**config.mk**
```make
export PLATFORM = sky130hd
export DESIGN_NAME = ajb_div
export DESIGN_NICKNAME = d
export VERILOG_FILES = /design/src/design/ajb_pkg.sv /design/src/design/ajb_div.sv
export SDC_FILE = /design/constraint.sdc
export NUM_CORES = 1
export LEC_CHECK = 0
export ABC_CLOCK_PERIOD_IN_PS = 7100
export BUFFER_PORTS_ARGS = -buffer_cell sky130_fd_sc_hd__buf_2
export CAP_MARGIN = 20
export CORE_MARGIN = 10
export CORE_UTILIZATION = 50
export CTS_CLUSTER_DIAMETER = 40
export DETAILED_ROUTE_END_ITERATION = 16
export PLACE_DENSITY_LB_ADDON = 0.08
export SKIP_CTS_REPAIR_TIMING = 1
export SLEW_MARGIN = 5
export SYNTH_ARGS = -nofsm -noshare
export SYNTH_HDL_FRONTEND = slang
export SYNTH_SLANG_ARGS = --single-unit
```
**constraint.sdc**
```tcl
create_clock -name i_clk -period 7.1 [get_ports i_clk]
set_clock_uncertainty 0.15 [all_clocks]
set_input_delay 0.71 -clock i_clk [delete_from_list [all_inputs] [get_ports i_clk]]
set_output_delay 0.71 -clock i_clk [all_outputs]
set_load 0.02 [all_outputs]
```
**src/design/ajb_pkg.sv**
```systemverilog
// Shared types and constants for the audio jitter buffer.
package ajb_pkg;

    typedef enum logic [1:0] {
        KIND_HEADER = 2'd0,
        KIND_SAMPLE = 2'd1,
        KIND_END    = 2'd2,
        KIND_READ   = 2'd3
    } t_kind;

    localparam logic [7:0] FLAG_SYNC_MASTER = 8'd1;
    localparam logic [7:0] FLAG_SYNC_CLIENT = 8'd2;
    localparam logic [15:0] CAPACITY_RESET  = 16'd20480;
    localparam logic [13:0] OFFSET_STEP     = 14'd8;

    // Sequencer states, one-hot.
    typedef enum logic [6:0] {
        ST_IDLE  = 7'b0000001,
        ST_PCT   = 7'b0000010,
        ST_THR   = 7'b0000100,
        ST_MOD   = 7'b0001000,
        ST_MEM   = 7'b0010000,
        ST_RDW   = 7'b0100000,
        ST_OUT   = 7'b1000000
    } t_state;

    // Request to the shared divider.
    typedef struct packed {
        logic        start;
        logic [31:0] dividend;
        logic [16:0] divisor;
    } t_div_req;

    // Status from the shared divider.
    typedef struct packed {
        logic        done;
        logic [31:0] quotient;
        logic [16:0] remainder;
    } t_div_rsp;

endpackage

```
**src/design/ajb_div.sv**
```systemverilog
// Shared radix-2 restoring divider, one quotient bit per cycle.
module ajb_div (
    input  logic              i_clk,
    input  logic              i_rst_n,
    input  ajb_pkg::t_div_req i_req,
    output ajb_pkg::t_div_rsp o_rsp
);

    logic [31:0] r_quo;
    logic [16:0] r_rem;
    logic [16:0] r_dvs;
    logic [5:0]  r_cnt;
    logic        r_busy;
    logic        r_done;
    logic [17:0] w_trial;
    logic [17:0] w_diff;

    // Shift in the next dividend bit and try a subtract.
    assign w_trial = {r_rem, r_quo[31]};
    assign w_diff  = w_trial - {1'b0, r_dvs};

    always_ff @(posedge i_clk) begin
        if (!i_rst_n) begin
            r_busy <= 1'b0;
            r_done <= 1'b0;
            r_cnt  <= '0;
        end else begin
            r_done <= 1'b0;
            if (i_req.start) begin
                r_busy <= 1'b1;
                r_cnt  <= 6'd32;
                r_quo  <= i_req.dividend;
                r_rem  <= '0;
                r_dvs  <= i_req.divisor;
            end else if (r_busy) begin
                if (w_diff[17]) begin
                    r_rem <= w_trial[16:0];
                    r_quo <= {r_quo[30:0], 1'b0};
                end else begin
                    r_rem <= w_diff[16:0];
                    r_quo <= {r_quo[30:0], 1'b1};
                end
                r_cnt <= r_cnt - 6'd1;
                if (r_cnt == 6'd1) begin
                    r_busy <= 1'b0;
                    r_done <= 1'b1;
                end
            end
        end
    end

    assign o_rsp.done      = r_done;
    assign o_rsp.quotient  = r_quo;
    assign o_rsp.remainder = r_rem;

endmodule

```
==> qor.yml, run 1 <==
critical_path:
  crit_path_end_kind: "flip-flop"
  critPathMaxFanout: 20
  startpoint_type: "flip-flop"
  arrival_ns: 2.94
  worstPathRequired_ns: 7.05
  reg2regPathDepth: 8
  rr_startpoint: "r_rem[7]$_SDFFCE_PP0P_"
  worstSetupPathType: "flip-flop to flip-flop"
  reg2reg_to: "r_quo[0]$_DFFE_PP_"
  reg2reg_slack_ns: 4.11
  cp-endpoint: "r_quo[0]$_DFFE_PP_"
  cp-startpoint: "r_rem[7]$_SDFFCE_PP0P_"
pwr:
  ir_worst_vdd_uv: 145
  p_total_mw: 1.15
  power.density_nw_per_um2: 243
  power.leakage_nw: 1.97
cells_and_area:
  regArea_sq_um: 2140
  multiInputGateArea_sq_um: 1650
  fin_nets: 503
  area_growth_pct: 17.8
  fin_area_sq_um: 4720
  stdcell_count: 538
  final_util: 0.608
  final_common_cell: "buf_2"
  layout-drive-gt1-share: 0.376
  n_fill_cell: 681
  final_cell_mix: "buf_2 (101), edfxtp_1 (66), mux2_2 (31), a21oi_1 (29), inv_1 (23)"
  antennaDiodeCount: 0
floorplanning:
  dieArea_sq_um: 12000
  std_cell_rows: 32
  initial_core_util: 0.516
  core_sq_um: 7770
  die_h_microns: 110
  io_pins: 102
  die_x_microns: 110
clock_tree:
  htreeDepth: 3
  numCtsBuffers: 9
  clock-sinks: 74
  cts_tree: "yes"
  clkSlewWorstSetupHoldPaths_ns: 0.08
  clk_latency_ns: 0.35
  clock_path_buffers: 2
  cts-root-buf: "clkbuf_8"
sta:
  hold_ws_ns: 0.351
  max_slew_margin: 0.499
  setup_slack_ns: 4.11
  finalMaxSlewViolations: 0
  fin_crit_sh: 0.421
  setup_viol: 0
  tightest_slew_ns: 0.750
  rsz0062_at_grt: "false"
  period_needed_ns: 2.99
  max_clock_freq_mhz: 335
  fin_setup_tns_ns: 0
  hold_viol_final: 0
synth:
  synth-seq-cells: 74
  synth-async-reset-ratio: 0
  synth.top_cell.area_share: 0.495
  synth_fp_nets: 406
  netlist_instances: 334
  synth.distinct_cells: 50
  synth_edf_count: 66
  yosys.area.top_type: "edfxtp_1"
  yosysSeqAreaShare: 0.535
  syn-cell-area_sq_um: 4010
  synth_ff_type: "edfxtp_1"
  synth_area_leaders: "edfxtp_1 (49%), mux2_2 (8.7%), ha_1 (5.9%)"
  synth_warnings: 0
  syn_area_per_cell_sq_um: 12.0
placement:
  post-place-ws_ns: 4.11
  portBuffers: 101
  place_area_sq_um: 4530
  dp.cells: 522
  hpwl_mm: 6.72
  place_congestion: 0.829
global_routing:
  overflow: 0
  grt_max_degree: 56
  grt_pass1_wl_mm: 14.5
  grt_pass1_vias: 2881
  antenna_found_initial: 0
  grtUsageTotal: 0.155
route:
  routed_via_density: 5.37
  num_vias: 2888
  drtIter0Drc: 131
  drt-wirelength-per-cell_microns: 17.2
  drc_errors: 0
  drt_pass1_iterations: 4
  wl_mm: 9.25
  drt.antenna.violating_nets: 0
run:
  drv_cap: 0
run_status:
  status: "finished clean"
min_path:
  worst_hold_path_type: "flip-flop to flip-flop"
worst max-delay path, stage by stage (launching register included):
cell and delay, ns:
edfxtp_1 0.41, ha_1 0.41, a21o_2 0.26, a31oi_2 0.22, a211oi_2 0.12, nor3_2 0.54, buf_4 0.34, nor3_1 0.10
a21o_1 0.19
synthesized netlist by cell type (2+ instances only):
library cell  number
clkbuf_2           4
o21ai_0           22
buf_1              3
o211ai_1           3
nand4_1            4
nor2_1            12
a21oi_1           29
a21o_2             2
buf_6              4
a211oi_1           2
ha_1              19
o211ai_2           2
xnor2_1           11
inv_1             23
nor3_1             4
mux2_2            31
o2bb2ai_1          2
xor2_1             8
and3_1             2
o21a_1             2
nand2_1           14
a31oi_1            4
edfxtp_1          66
nand3_1            2
buf_2              2
dfxtp_1            8
or3_1             15
a21o_1             5
nand2b_1           8
sequential cells by signal (all words and copies together) (netlist names):
| name | cells |
|---|---|
| r_busy | 1 |
| r_dvs | 17 |
| r_done | 1 |
| r_rem | 17 |
| r_quo | 32 |
| r_cnt | 6 |
final cells by class:
class	instances	share of cell area
multi-input combinational	219	0.349
timing repair buffer	104	0.112
sequential	74	0.454
inverter	23	0.0183
clock inverter	5	0.00716
clock buffer	11	0.0323
tap	102	0.0270
cells by family (layout without fill, tap and decap cells):
family	Yosys count	count (layout)	synth area share
simple gates	68	68	0.0909
fa+ha+maj	20	20	0.0644
flops	74	74	0.535
compound gates	81	81	0.127
buf+inv	41	143	0.0537
mux	31	31	0.0872
xor+xnor	19	19	0.0415
report_power, final:
| group | switching, mW | internal (mW) |
|---|---|---|
| sequential | 0.0201 | 0.519 |
| combinational | 0.171 | 0.123 |
| clock | 0.165 | 0.149 |
per-layer routing:
layer  up-vias  wire length, microns  track usage
met5         -                     0            0
met4         0                   130       0.0623
met3        12                   830       0.0591
met2        89                  4310        0.235
met1      1371                  3980        0.195
li1       1416                     -            -
how the worst min path moves through the flow:
stage          depth (start not counted)             startpoint  slack (ns)                     to
2_1_floorplan                          2  r_cnt[0]$_SDFFE_PP0P_        0.32  r_cnt[0]$_SDFFE_PP0P_
3_3_place_gp                           2  r_cnt[0]$_SDFFE_PP0P_        0.33  r_cnt[0]$_SDFFE_PP0P_
3_5_place_dp                           2  r_cnt[1]$_SDFFE_PP0P_        0.34  r_cnt[1]$_SDFFE_PP0P_
4_1_cts                                2  r_cnt[1]$_SDFFE_PP0P_        0.35  r_cnt[1]$_SDFFE_PP0P_
5_1_grt                                2  r_cnt[1]$_SDFFE_PP0P_        0.36  r_cnt[1]$_SDFFE_PP0P_
6_report                               2  r_cnt[1]$_SDFFE_PP0P_        0.35  r_cnt[1]$_SDFFE_PP0P_
(Power assumes the default switching activity.)
==> run 2: changes to the inputs <==
--- a/config.mk
+++ b/config.mk
@@ -5,11 +5,12 @@
 export SDC_FILE = /design/constraint.sdc
 export NUM_CORES = 1
 export LEC_CHECK = 0
-export ABC_CLOCK_PERIOD_IN_PS = 7100
+export ABC_AREA = 1
+export ABC_CLOCK_PERIOD_IN_PS = 2500
 export BUFFER_PORTS_ARGS = -buffer_cell sky130_fd_sc_hd__buf_2
 export CAP_MARGIN = 20
 export CORE_MARGIN = 10
-export CORE_UTILIZATION = 50
+export CORE_UTILIZATION = 49
 export CTS_CLUSTER_DIAMETER = 40
 export DETAILED_ROUTE_END_ITERATION = 16
 export PLACE_DENSITY_LB_ADDON = 0.08
==> constraint.sdc (replaced) <==
create_clock -name i_clk -period 2.5 [get_ports i_clk]
set_clock_uncertainty 0.15 [all_clocks]
set_input_delay 0.25 -clock i_clk [delete_from_list [all_inputs] [get_ports i_clk]]
set_output_delay 0.25 -clock i_clk [all_outputs]
set_load 0.02 [all_outputs]
==> run 2 against run 1 <==
Against the previous run:
- via count rose by 30%
- non-clock buffer count rose by 30
- die area rose by 7.6%
- worst hold slack got worse by 0.34 ns
- final cell count rose by 43%
- sequential cell count did not move
- cell area rose by 16%
- sequential share of layout area fell by 6.1 points
- register-to-register slack got worse by 4.0 ns
- setup slack got worse by 4.0 ns
- combinational power rose to 4.3 times the previous value
- critical endpoint is now r_rem[16]$_SDFFCE_PP0P_
- highest routed layer unchanged
==> qor.yml, run 2 <==
cells_and_area:
  final_util: 0.632  # +0.0240
  biggestRegsByFlops: "r_quo x32, r_dvs x17, r_rem x17"
  regArea_sq_um: 2140  # unchanged
  area_growth_pct: 27.2
  antennaDiodeCount: 0  # unchanged
  layout-drive-gt1-share: 0.240  # -0.136
  fin_nets: 729  # +45%
  final_cell_mix: "nand2_1 (203), buf_2 (101), inv_1 (73), edfxtp_1 (66), nor2_1 (49)"
  largest_reg_flops: 32  # unchanged
  n_fill_cell: 792  # +16%
  final_common_cell: "nand2_1"
  top_register: "r_quo"
  multiInputGateArea_sq_um: 1870  # +13%
floorplanning:
  core_sq_um: 8640  # +11%
  dieArea_sq_um: 12900  # +7.6%
  initial_core_util: 0.497  # -0.0190
  die_x_microns: 114  # +3.7%
  io_pins: 102  # unchanged
  std_cell_rows: 34  # +6.3%
  die_h_microns: 114  # +3.7%
synth:
  synth.distinct_cells: 36  # -28%
  syn_area_per_cell_sq_um: 8.17  # -32%
  netlist_instances: 525  # +57%
  synth_edf_count: 66  # unchanged
  synth_warnings: 0  # unchanged
  yosys.area.top_type: "edfxtp_1"
  yosysSeqAreaShare: 0.499  # -0.0354
  synth_ff_type: "edfxtp_1"
  synth-async-reset-ratio: 0  # unchanged
  synth-seq-cells: 74  # unchanged
  synthTopCellsByCount: "nand2_1 (207), inv_1 (73), edfxtp_1 (66)"
  syn-cell-area_sq_um: 4290  # +7.1%
  synth.most_common_cell: "nand2_1"
  synth_area_leaders: "edfxtp_1 (46%), nand2_1 (18%), inv_1 (6.4%)"
  synth.top_cell.area_share: 0.462  # -0.0328
  synth_fp_nets: 597  # +47%
run:
  drv_cap: 0  # unchanged
pwr:
  share_comb_of_total_power: 0.322  # +0.066
  seqPwrFrac: 0.408  # -0.062
  power.density_nw_per_um2: 713  # +190%
  sw_frac_of_total: 0.346  # +0.0351
  p_sw_mw: 1.34  # +280%
  intPower_mw: 2.54  # +220%
  pwr-share-clk: 0.270  # -0.004
  power.leakage_nw: 2.78  # +41%
  ir_worst_vdd_uv: 326  # +120%
placement:
  place_congestion: 0.916  # +10%
  portBuffers: 101  # unchanged
  post-place-ws_ns: 0.0276  # -4.09 ns
  hpwl_mm: 8.24  # +23%
clock_tree:
  clkSlewWorstSetupHoldPaths_ns: 0.09  # about the same
  clock_path_buffers: 2  # unchanged
  clk_latency_ns: 0.35  # about the same
  cts-root-buf: "clkbuf_8"
  numCtsBuffers: 9  # unchanged
  clock-sinks: 74  # unchanged
  htreeDepth: 3  # unchanged
  cts_tree: "yes"
critical_path:
  reg2reg_to: "r_rem[16]$_SDFFCE_PP0P_"
  startpoint_type: "flip-flop"
  critPathMaxFanout: 3  # -85%
  crit_path_end_kind: "flip-flop"
  cp-endpoint: "r_rem[16]$_SDFFCE_PP0P_"
  reg2reg_slack_ns: 0.15  # -3.96 ns
  worstPathRequired_ns: 2.46  # -4.59 ns
  worstSetupPathType: "flip-flop to flip-flop"
  rr_startpoint: "r_quo[31]$_DFFE_PP_"
  arrival_ns: 2.31  # -0.63 ns
  reg2regPathDepth: 15  # +7
  cp-startpoint: "r_quo[31]$_DFFE_PP_"
sta:
  period_needed_ns: 2.35  # -0.641 ns
  max_clock_freq_mhz: 426  # +27%
  finalMaxSlewViolations: 0  # unchanged
  rsz0062_at_grt: "true"
  tightest_slew_ns: 0.442  # -0.308 ns
  hold_viol_final: 0  # unchanged
  hold_ws_ns: 0.00688  # -0.344 ns
  max_slew_margin: 0.705  # +0.206
  setup_slack_ns: 0.154  # -3.96 ns
  fin_setup_tns_ns: 0  # unchanged
  setup_viol: 0  # unchanged
  fin_crit_sh: 0.939  # +0.518
route:
  drt-wirelength-per-cell_microns: 14.2  # -17%
  drt_pass1_iterations: 4  # unchanged
  wl_mm: 11.0  # +18%
  drt.antenna.violating_nets: 0  # unchanged
  drtIter0Drc: 204  # +56%
  drc_errors: 0  # unchanged
  routed_via_density: 4.88  # -9.1%
  num_vias: 3756  # +30%
min_path:
  worst_hold_path_type: "input port to flip-flop"
run_status:
  status: "finished clean"
global_routing:
  overflow: 0  # unchanged
  grt_pass1_vias: 3736  # +30%
  antenna_found_initial: 0  # unchanged
  grtUsageTotal: 0.167  # +0.0122
  grt_max_degree: 40  # -29%
  grt_pass1_wl_mm: 17.6  # +21%
run 2: area by class of cell:
type	instances	share of cell area
multi-input combinational	365	0.343
clock buffer	10	0.0234
tap	108	0.0248
inverter	73	0.0502
timing repair buffer	134	0.150
clock inverter	6	0.0165
sequential	74	0.393
run 2: cell families after synthesis:
| family | after synthesis | synth area share |
|---|---|---|
| DFF | 74 | 0.499 |
| and+or+nand+nor | 312 | 0.309 |
| buffers and inverters | 86 | 0.0828 |
| adders and majority gates | 20 | 0.0601 |
| xor gates and xnor gates | 9 | 0.0184 |
| AOI/OAI and AO/OA | 24 | 0.0306 |
run 2: worst min path at each step:
stage,endpoint,cells after the start,from
2_1_floorplan,r_dvs[0]$_DFFE_PP_,0,i_req[0]
3_3_place_gp,r_dvs[6]$_DFFE_PP_,1,i_req[6]
3_5_place_dp,r_dvs[4]$_DFFE_PP_,1,i_req[4]
4_1_cts,r_dvs[6]$_DFFE_PP_,1,i_req[6]
5_1_grt,r_quo[17]$_DFFE_PP_,3,i_req[34]
6_report,r_quo[17]$_DFFE_PP_,3,i_req[34]
run 2: through the flow:
stage | instance area, sq um | instances | power, mW
final | 5450 | 770 | 3.89
after global routing | 5450 | 770 | 4.14
after CTS | 5160 | 747 | 3.85
after detailed placement | 4940 | 731 | 2.80
after global placement | 4940 | 731 | 2.78
after floorplan | 4290 | 525 | 2.46
run 2: layer usage:
metal | global-route usage | part of all wire
met2 | 0.273 | 0.49
met4 | 0.0575 | 0.015
met3 | 0.0709 | 0.078
met5 | 0 | 0
met1 | 0.192 | 0.42
run 2: power groups by stage:
stage          sequential, mW  clock (mW)  combinational (mW)
2_1_floorplan            1.71           0               0.749
3_3_place_gp             1.61           0                1.17
3_5_place_dp             1.61           0                1.19
4_1_cts                  1.58        1.07                1.19
5_1_grt                  1.60        1.13                1.41
6_report                 1.59        1.05                1.25
run 2: worst max-delay path, stage by stage, from the launching register on:
cell and delay, ns:
edfxtp_1 0.37, inv_1 0.06, ha_2 0.20, fa_2 0.36
inv_1 0.10, nand3_1 0.10, nand2_2 0.14, nand2_1 0.06
nand2_1 0.10, nand2_1 0.10, nand2_1 0.07, nand2_1 0.05
nand2_1 0.06, nand3_1 0.07, nand2_1 0.07, nor2_1 0.04
